===== config.mk =====
export PLATFORM = sky130hd
export DESIGN_NAME = phc_out_reg
export DESIGN_NICKNAME = d
export VERILOG_FILES = /design/src/rtl/assert_macros.svh /design/src/rtl/phc_pkg.sv /design/src/rtl/phc_out_reg.sv
export SDC_FILE = /design/constraint.sdc
export NUM_CORES = 1
export LEC_CHECK = 0
export ABC_AREA = 1
export BUFFER_PORTS_ARGS = -buffer_cell sky130_fd_sc_hd__buf_2
export CORE_MARGIN = 1.5
export CORE_UTILIZATION = 40
export CTS_CLUSTER_SIZE = 8
export DETAILED_ROUTE_END_ITERATION = 16
export PLACE_DENSITY = 0.78
export SKIP_CTS_REPAIR_TIMING = 1
export SYNTH_ARGS = -nofsm -noshare
export SYNTH_HDL_FRONTEND = slang
export SYNTH_SLANG_ARGS = --single-unit

===== constraint.sdc =====
create_clock -name i_clk -period 0.8 [get_ports i_clk]
set_input_delay 0.12 -clock i_clk [delete_from_list [all_inputs] [get_ports i_clk]]
set_output_delay 0.12 -clock i_clk [all_outputs]
set_load 0.01 [all_outputs]

===== src/rtl/assert_macros.svh =====
`ifndef ASSERT_MACROS_SVH
`define ASSERT_MACROS_SVH

// Checks a property at every rising clock edge outside reset.
`define PHC_ASSERT(name, prop, msg) \
    name: assert property (@(posedge i_clk) disable iff (!i_rst_n) (prop)) \
        else $error(msg);

// Checks that a condition at one edge brings a consequence at the next edge.
`define PHC_ASSERT_NEXT(name, ante, cons, msg) \
    name: assert property (@(posedge i_clk) disable iff (!i_rst_n) (ante) |=> (cons)) \
        else $error(msg);

`endif


===== src/rtl/phc_pkg.sv =====
package phc_pkg;

    localparam int COORD_W   = 32;
    localparam int T_BITS    = 32;
    localparam int MUL_W     = COORD_W + 1;
    localparam int PROD_W    = 2 * MUL_W;
    localparam int CROSS_W   = PROD_W + 1;
    localparam int DLT_W     = MUL_W + 1;
    localparam int SUM_W     = DLT_W + 1;
    localparam int CNT_W     = $clog2(T_BITS);
    localparam int DATA_W    = 32;
    localparam int ADDR_W    = 4;
    localparam int REG_IDX_W = 2;

    localparam logic [REG_IDX_W-1:0] REG_START_X = 2'd0;
    localparam logic [REG_IDX_W-1:0] REG_START_Y = 2'd1;
    localparam logic [REG_IDX_W-1:0] REG_END_X   = 2'd2;
    localparam logic [REG_IDX_W-1:0] REG_END_Y   = 2'd3;

    typedef struct packed {
        logic signed [COORD_W-1:0] vertex_x;
        logic signed [COORD_W-1:0] vertex_y;
        logic                      final_vertex;
    } t_in_item;

    typedef struct packed {
        logic signed [COORD_W-1:0] out_x;
        logic signed [COORD_W-1:0] out_y;
        logic                      point_kind;
        logic                      empty_marker;
        logic                      end_of_polygon;
    } t_out_item;

    typedef struct packed {
        logic signed [COORD_W-1:0] px;
        logic signed [COORD_W-1:0] py;
        logic signed [COORD_W-1:0] qx;
        logic signed [COORD_W-1:0] qy;
    } t_line;

    typedef struct packed {
        logic busy;
        logic pend_valid;
    } t_core_stat;

    typedef enum logic [3:0] {
        S_IDLE,
        S_CROSS,
        S_ABS,
        S_KEEP,
        S_TEST,
        S_DIV,
        S_LERP,
        S_PUSH,
        S_EDGE_END,
        S_FLUSH
    } t_state;

endpackage


===== src/rtl/phc_out_reg.sv =====
module phc_out_reg (
    input  logic                 i_clk,
    input  logic                 i_rst_n,
    input  logic                 i_push,
    input  phc_pkg::t_out_item   i_item,
    input  logic                 i_stall,
    output logic                 o_valid,
    output phc_pkg::t_out_item   o_item,
    output logic                 o_slot_free
);

    logic                r_valid;
    phc_pkg::t_out_item  r_item;

    assign o_valid     = r_valid;
    assign o_item      = r_item;
    assign o_slot_free = !r_valid || !i_stall;

    always_ff @(posedge i_clk) begin
        if (!i_rst_n) begin
            r_valid <= 1'b0;
        end else if (i_push) begin
            r_valid <= 1'b1;
        end else if (!i_stall) begin
            r_valid <= 1'b0;
        end
    end

    always_ff @(posedge i_clk) begin
        if (i_push) begin
            r_item <= i_item;
        end
    end

endmodule


==> qor.csv <==
stage,metric,value,unit
worst_setup_path,CP Buf/Inv Count,1,
placement,Port-buffer cells,139,
route,via count,1578,
power,Pleak,1.630,nW
worst_setup_path,max incr delay on CP,0.44,ns
power,Pint,6.506,mW
worst_setup_path,reg-to-reg endpoint,o_valid,
power,VDD IR-drop max,1437,uV
cts,Num CTS Buffers,9,
worst_setup_path,Crit-path slowest cell,edfxtp_1,
sta,post-route setup slack,-0.2613,ns
power,Sw Pwr,1.751,mW
route,final wirelength,6353,um
finish,ant diodes,0,
sta,Setup TNS,-11.47,ns
grt,initial antenna violation count,0,
worst_setup_path,RR Startpoint,o_valid,
yosys,Synth Area per Inst,28.53,sq um
placement,hpwl dp,3097,um
route,drt first pass iters,5,
cts,Max clock buf depth,2,
sta,final critical-path required period,1.061,ns
worst_setup_path,CP arrival,0.94,ns
worst_setup_path,Setup CP Type,flop to primary output,
route,Via density,4.347,
grt,pin count of the biggest net entering global routing,41,
power,Comb pwr share,0.119,
min_path,HP Class,input port to flop,
sta,Worst Tran Pin Value,0.2118,ns
power,Clk pwr share,0.359,
floorplanning,row cnt,25,
route,"antenna viol nets, final",0,
min_path,hold depth,3,
power,Switching Fraction,0.2120,
sta,"Slew Viols, Final",0,
cts,TritonCTS clock tree,done,
power,Final Power,8.257,mW
floorplanning,Die X-Extent,74.67,um
worst_setup_path,Critical Path Fanout Max,1,
finish,nets@finish,362,
outcome,failing checks,negative setup slack,
placement,GP Congestion,0.7662,
yosys,Syn Inst Count,72,
floorplanning,Core Region,4848,sq um
cts,htree depth,3,
grt,first-pass GRT wire length,5485,um
cts,root buffer cell,clkbuf_8,
job,MaxCap Viol Count,0,
yosys,Syn. warnings,0,
worst_setup_path,"Largest delay share family, worst path",flip-flops,
floorplanning,Initial Util,0.4237,
yosys,"Net Count, Synth",143,
cts,clk sinks,68,
outcome,status,"complete, but fails checks",
finish,area grow syn2layout,83.31,%
worst_setup_path,startpoint class of the critical path,flop,
sta,endpoints failing setup,69,
finish,share of layout cells above drive strength 1,0.5304,
sta,f_max,0.9422,GHz
cts,clk_lat worst skew,0.33,ns
power,Sequential Power Share,0.522,
worst_setup_path,CP required,0.68,ns
sta,Min Hold Slack,0.01265,ns
sta,Final Hold Viols,0,
min_path,HP Start,i_rst_n,
floorplanning,chip height,74.67,um
route,DRC,0,
sta,Slew HR,0.8588,
worst_setup_path,sequence of cells on the critical path,buf_2,
floorplanning,boundary pin count,140,
route,wire length per cell,17.50,um
finish,"Core Util, Final",0.7768,
sta,post-route clock period utilization,1.327,
yosys,synthesized flop and latch total,68,
power,P per Cell Area,2192,nW/um^2
route,Starting DRT DRC Count,56,
cts,"Reg clk slew, reported paths",0.08,ns
grt,all-layer global routing usage,0.1476,
floorplanning,die area,5575,sq um
worst_setup_path,R2R setup slack,0.22,ns
yosys,Unique masters post-synth,5,
min_path,hold endpoint,o_valid,
grt,GR Overflow Total,0,
worst_setup_path,Worst Reg-to-Reg Cells,2,
grt,vias in the first global route,1150,
yosys,synthesized area,2054,sq um
sta,RSZ-0062 raised after global routing,yes,
worst_setup_path,endpoint class of the critical path,primary output,
yosys,sequential share of the synthesized area,0.9890,
sta,Max Clock Skew,0,ns
registers in the layout, summed over array words and instances, names as in the netlist:
register  cells
o_item       67
o_valid       1
logic make-up (layout without fill, tap and decap cells):
logic type             after synthesis  in the layout  share of synthesized area
and+or+nand+nor                      1              1                   0.003047
DFF                                 68             68                     0.9890
buffers and inverters                2            226                   0.003655
AOI/OAI and AO/OA                    1              1                   0.004264
routing by layer:
| metal | global-route usage | vias to the layer above | wire length [um] |
|---|---|---|---|
| li1 | - | 726 | - |
| met2 | 0.2302 | 110 | 3465 |
| met3 | 0.1084 | 14 | 531 |
| met4 | 0.07273 | 0 | 161 |
| met5 | 0 | - | 0 |
| met1 | 0.1467 | 728 | 2195 |
cells in the final DEF (no fill, tap or decap), drive strengths merged:
| master | instances |
|---|---|
| dlygate4sd3 | 67 |
| nand2 | 1 |
| clkinv | 2 |
| bufinv | 2 |
| clkinvlp | 1 |
| a21oi | 1 |
| buf | 141 |
| clkbuf | 11 |
| dfxtp | 1 |
| inv | 2 |
| edfxtp | 67 |
through the flow:
| step | cells | cell area, sq um | setup slack [ns] |
|---|---|---|---|
| global placement | 280 | 2874 | -0.01341 |
| floorplan | 72 | 2054 | 0.1645 |
| detailed placement | 280 | 2874 | -0.02682 |
| CTS | 296 | 3082 | -0.2082 |
| global route | 363 | 3766 | -0.2893 |
| finish | 363 | 3766 | -0.2613 |
power groups by stage:
stage,logic (mW),clock network (mW),registers (mW)
finish,0.984,2.96,4.31
global route,1.05,3.16,4.33
CTS,0.689,2.95,4.29
detailed placement,0.690,0,4.36
global placement,0.677,0,4.35
floorplan,0.00854,0,4.53
how the worst max path moves through the flow:
stage / start / to / slack, ns / cells after the start
after floorplan: o_valid / o_valid / 0.16 / 2
after global placement: i_push / o_item[43] / -0.01 / 2
after detailed placement: i_push / o_item[60] / -0.03 / 2
after CTS: o_valid / o_slot_free / -0.21 / 2
after global routing: o_item[14] / o_item[14] / -0.29 / 1
final: o_item[64] / o_item[64] / -0.26 / 1
layout make-up:
cell class              count  area, sq um
clock buffers              11        131.4
clock inverters             5        76.32
fillers                   275         1082
inverters                   2        7.507
multi-input cells           2        15.01
flip-flops and latches     68         2033
well taps                  67        83.83
repair buffers            208         1419
worst reg2reg max path: cells and delay by family (launching register included):
| kind | cells | cell delay, ns |
|---|---|---|
| compound gates | 1 | 0.11 |
| flops | 1 | 0.34 |
| simple gates | 1 | 0.07 |
Yosys cell counts:
master / count / area (sq um)
nand2_2: 1 / 6.260
dfxtp_1: 1 / 20.02
a21oi_2: 1 / 8.760
edfxtp_1: 67 / 2012
inv_1: 2 / 7.510
(Power assumes the default switching activity.)
