[config.mk]
export PLATFORM = sky130hd
export DESIGN_NAME = phc_cfg_regs
export DESIGN_NICKNAME = d
export VERILOG_FILES = /design/src/rtl/assert_macros.svh /design/src/rtl/phc_pkg.sv /design/src/rtl/phc_cfg_regs.sv
export SDC_FILE = /design/constraint.sdc
export NUM_CORES = 1
export LEC_CHECK = 0
export BUFFER_PORTS_ARGS = -buffer_cell sky130_fd_sc_hd__buf_2
export CELL_PAD_IN_SITES_DETAIL_PLACEMENT = 0
export CELL_PAD_IN_SITES_GLOBAL_PLACEMENT = 1
export CORE_MARGIN = 3
export CORE_UTILIZATION = 40
export CTS_CLUSTER_DIAMETER = 100
export DETAILED_ROUTE_END_ITERATION = 7
export PLACE_DENSITY_LB_ADDON = 0.1
export SYNTH_ARGS = -nofsm -noshare
export SYNTH_HDL_FRONTEND = slang
export SYNTH_SLANG_ARGS = --single-unit
export TNS_END_PERCENT = 5
[constraint.sdc]
create_clock -name i_clk -period 1.85 [get_ports i_clk]
set_input_delay 0.0925 -clock i_clk [delete_from_list [all_inputs] [get_ports i_clk]]
set_output_delay 0.0925 -clock i_clk [all_outputs]
set_load 0.05 [all_outputs]
[src/rtl/assert_macros.svh]
`ifndef ASSERT_MACROS_SVH
`define ASSERT_MACROS_SVH

// Checks a property at every rising clock edge outside reset.
`define PHC_ASSERT(name, prop, msg) \
    name: assert property (@(posedge i_clk) disable iff (!i_rst_n) (prop)) \
        else $error(msg);

// Checks that a condition at one edge brings a consequence at the next edge.
`define PHC_ASSERT_NEXT(name, ante, cons, msg) \
    name: assert property (@(posedge i_clk) disable iff (!i_rst_n) (ante) |=> (cons)) \
        else $error(msg);

`endif

[src/rtl/phc_pkg.sv]
package phc_pkg;

    localparam int COORD_W   = 32;
    localparam int T_BITS    = 32;
    localparam int MUL_W     = COORD_W + 1;
    localparam int PROD_W    = 2 * MUL_W;
    localparam int CROSS_W   = PROD_W + 1;
    localparam int DLT_W     = MUL_W + 1;
    localparam int SUM_W     = DLT_W + 1;
    localparam int CNT_W     = $clog2(T_BITS);
    localparam int DATA_W    = 32;
    localparam int ADDR_W    = 4;
    localparam int REG_IDX_W = 2;

    localparam logic [REG_IDX_W-1:0] REG_START_X = 2'd0;
    localparam logic [REG_IDX_W-1:0] REG_START_Y = 2'd1;
    localparam logic [REG_IDX_W-1:0] REG_END_X   = 2'd2;
    localparam logic [REG_IDX_W-1:0] REG_END_Y   = 2'd3;

    typedef struct packed {
        logic signed [COORD_W-1:0] vertex_x;
        logic signed [COORD_W-1:0] vertex_y;
        logic                      final_vertex;
    } t_in_item;

    typedef struct packed {
        logic signed [COORD_W-1:0] out_x;
        logic signed [COORD_W-1:0] out_y;
        logic                      point_kind;
        logic                      empty_marker;
        logic                      end_of_polygon;
    } t_out_item;

    typedef struct packed {
        logic signed [COORD_W-1:0] px;
        logic signed [COORD_W-1:0] py;
        logic signed [COORD_W-1:0] qx;
        logic signed [COORD_W-1:0] qy;
    } t_line;

    typedef struct packed {
        logic busy;
        logic pend_valid;
    } t_core_stat;

    typedef enum logic [3:0] {
        S_IDLE,
        S_CROSS,
        S_ABS,
        S_KEEP,
        S_TEST,
        S_DIV,
        S_LERP,
        S_PUSH,
        S_EDGE_END,
        S_FLUSH
    } t_state;

endpackage

[src/rtl/phc_cfg_regs.sv]
module phc_cfg_regs (
    input  logic                          i_clk,
    input  logic                          i_rst_n,
    input  logic                          psel,
    input  logic                          penable,
    input  logic                          pwrite,
    input  logic [phc_pkg::ADDR_W-1:0]    paddr,
    input  logic [phc_pkg::DATA_W-1:0]    pwdata,
    output logic [phc_pkg::DATA_W-1:0]    prdata,
    output logic                          pready,
    output phc_pkg::t_line                o_line
);

    phc_pkg::t_line                       r_line;
    logic [phc_pkg::REG_IDX_W-1:0]        w_idx;
    logic                                 w_wr;

    assign w_idx  = paddr[phc_pkg::ADDR_W-1:2];
    assign w_wr   = psel && penable && pwrite;
    assign pready = 1'b1;
    assign o_line = r_line;

    always_ff @(posedge i_clk) begin
        if (!i_rst_n) begin
            r_line <= '0;
        end else if (w_wr) begin
            unique case (w_idx)
                phc_pkg::REG_START_X: r_line.px <= pwdata[phc_pkg::COORD_W-1:0];
                phc_pkg::REG_START_Y: r_line.py <= pwdata[phc_pkg::COORD_W-1:0];
                phc_pkg::REG_END_X:   r_line.qx <= pwdata[phc_pkg::COORD_W-1:0];
                phc_pkg::REG_END_Y:   r_line.qy <= pwdata[phc_pkg::COORD_W-1:0];
                default:              r_line    <= r_line;
            endcase
        end
    end

    always_comb begin
        unique case (w_idx)
            phc_pkg::REG_START_X: prdata = phc_pkg::DATA_W'($unsigned(r_line.px));
            phc_pkg::REG_START_Y: prdata = phc_pkg::DATA_W'($unsigned(r_line.py));
            phc_pkg::REG_END_X:   prdata = phc_pkg::DATA_W'($unsigned(r_line.qx));
            phc_pkg::REG_END_Y:   prdata = phc_pkg::DATA_W'($unsigned(r_line.qy));
            default:              prdata = '0;
        endcase
    end

endmodule

==> results.py <==
metrics = {
    "status": {
        "status": "finished, final reports clean",
    },
    "floorplanning": {
        "start_util_pct": 41.1,
        "num_io_pins": 202,
        "fp-row-count": 42,
        "die_h_um": 123,
        "core_um2": 13300,
        "die_area_um2": 15100,
        "die_w_um": 123,
    },
    "logic_synthesis": {
        "synthMuxAreaShare_pct": 36.6,
        "synth_edf_count": 0,
        "synth_area_um2": 5470,
        "synth_most_common_cell": "nand2_1",
        "syn_inst": 497,
        "synth-simple-area-share_pct": 11.7,
        "ys_types": 16,
        "synthAdderAreaFrac_pct": 0,
        "synth-seq-cells": 128,
        "synth-xor-area-share_pct": 0,
        "ys_top_cells_by_area": "dfxtp_1 (47%), mux2i_1 (23%), mux4_2 (13%)",
        "ys_async_sr_fraction_pct": 0,
        "yosys.area.top_type": "dfxtp_1",
        "postSynthAreaPerCell_um2": 11.0,
        "syn_nets": 538,
        "ys_top_cells_by_count": "nand2_1 (160), dfxtp_1 (128), mux2i_1 (128), mux4_2 (32), clkbuf_1 (14)",
        "yosysSeqAreaShare_pct": 46.8,
        "synth_compound_area_share_pct": 0,
        "ys.flop_type": "dfxtp_1",
        "synth_top_family_by_area": "multiplexers",
        "yosysTopAreaCellShare_pct": 46.8,
        "ys_warn_count": 0,
    },
    "detailed_routing": {
        "wl_per_cell_um": 16.6,
        "drtPass1Iterations": 4,
        "detail_route.iter0.violations": 228,
        "drc": 0,
        "drt_wl_total_um": 14700,
        "vias": 4432,
        "drt-vias-per-instance": 4.99,
        "antenna_left": 0,
    },
    "sta": {
        "setup_viol": 0,
        "fin_crit_sh_pct": 82.7,
        "fin_skew_ps": 0,
        "rsz0062_at_grt": "false",
        "slew_violations": 0,
        "finalHoldViolations": 0,
        "max_freq_ghz": 0.654,
        "period_minus_slack_ps": 1530,
        "setup-tns-final_ps": 0,
        "holdWs_ps": 11.6,
    },
    "clocking": {
        "cts_resized": 0,
        "numCtsBuffers": 17,
        "cts_buffer_depth": 2,
        "path_clk_slew_ps": 50,
        "cts_root_buf": "clkbuf_16",
        "cts_tree": "yes",
        "clock-sinks": 128,
        "h-tree-depth": 4,
        "insertion_delay_ps": 410,
    },
    "power": {
        "power.share.sequential_pct": 40.9,
        "switchingPower_w": 0.00157,
        "power.share.switching_pct": 22.8,
        "power.density_nw_per_um2": 941,
        "p_int_w": 0.00532,
        "leakagePower_nw": 3.67,
        "pwr-share-clk_pct": 50.9,
        "ir_drop_uv": 525,
        "combinationalPowerShare_pct": 8.2,
    },
    "place": {
        "place.gp.congestion": 0.758,
        "io_buffers": 198,
        "hpwlAfterDp_um": 10400,
    },
    "global_route": {
        "grt_max_degree": 63,
        "grt_use_total_pct": 19.5,
        "grt_pass1_vias": 4311,
        "antenna_found_initial": 0,
        "grt_first_pass_wirelength_um": 22600,
        "overflow": 0,
    },
    "final_layout": {
        "num_antenna_cells": 0,
        "multi_input_area_um2": 2660,
        "nNetsFinal": 740,
        "drive_gt1_share_pct": 40.3,
        "nFillCells": 1226,
        "syn2layout_area_growth_pct": 34.0,
        "largest_register_ffs": 128,
        "regArea_um2": 2560,
    },
    "hold_path": {
        "hp-class": "input port to flip-flop",
        "hold_depth": 3,
    },
    "setup_path": {
        "required_ps": 1760,
        "cp_data_arrival_time_ps": 1440,
        "critPathKind": "flip-flop to output pin",
        "start_kind": "flip-flop",
        "cp-end-kind": "output pin",
        "reg2reg_depth": 2,
        "crit_fanout": 3,
    },
    "run": {
        "max-cap-violations": 0,
    },
}
==> metal layers <==
metal | routed length [µm] | global-route usage [%] | up-vias
met5 | 0 | 0 | -
met2 | 7010 | 32.2 | 165
met4 | 176 | 6.51 | 0
li1 | - | - | 2110
met1 | 6480 | 24.7 | 2141
met3 | 1050 | 5.35 | 16
==> worst max-delay path: stages (launching register included) <==
cell and delay, ps:
dfxtp_1 330, mux4_2 470, buf_2 230
==> cells in the final DEF, fill, tap and decap left out <==
cell	count
conb_1	1
clkbuf_16	17
clkbuf_8	3
buf_4	17
clkinvlp_4	1
bufinv_16	4
nand2_1	160
nand3_1	1
mux4_2	32
nor3_4	1
dfxtp_1	128
buf_2	197
inv_2	1
or3_2	1
mux2i_1	128
nand4_1	1
buf_12	4
nor2_4	1
dlygate4sd3_1	6
or2_2	1
clkinv_2	7
==> cells by family (layout without fill, tap and decap cells) <==
group                  after synthesis  in the layout
DFF                                128            128
and+or+nand+nor                    166            166
buffers and inverters               42            257
muxes                              160            160
other                                1              1
==> what timing repair did <==
action	CTS	global route
endpoints found under the hold margin	10	0
endpoints found under the setup margin	0	0
setup buffers	0	0
hold buffers	6	0
==> stage by stage <==
stage | instance area [µm²] | cells | utilization (%) | setup slack [ps] | power, W
floorplan | 5470 | 497 | - | 528 | 0.00328
global placement | 6640 | 850 | 49.9 | 375 | 0.00343
detailed placement | 6640 | 850 | 49.9 | 344 | 0.00344
CTS | 7330 | 888 | 55.1 | 295 | 0.00698
global route | 7330 | 888 | 55.1 | 261 | 0.00712
finish | 7330 | 888 | 55.1 | 320 | 0.00689
==> path summary, 6_finish.rpt <==
path | from | slack (ps) | to
worst min register to register | o_line[57] | 470 | o_line[57]
worst max register to register | o_line[73] | 1170 | o_line[73]
worst min-delay path | pwdata[30] | 10 | o_line[30]
worst max-delay path | o_line[9] | 320 | prdata[9]
==> final cells by class <==
class	count	share of cell area [%]
timing repair buffer	224	17.1
inverter	1	0.0512
tap	176	3.00
clock buffer	20	6.37
clock inverter	12	2.22
multi-input combinational	327	36.3
sequential	128	35.0
==> power groups by stage <==
| stage | clock (W) | sequential [W] | combinational [W] |
|---|---|---|---|
| final | 0.00351 | 0.00282 | 0.000564 |
| after global routing | 0.00369 | 0.00283 | 0.000605 |
| after CTS | 0.00358 | 0.00282 | 0.000573 |
| after detailed placement | 0 | 0.00288 | 0.000561 |
| after global placement | 0 | 0.00288 | 0.000553 |
| after floorplan | 0 | 0.00300 | 0.000277 |
Power figures use the tool's default switching activity.
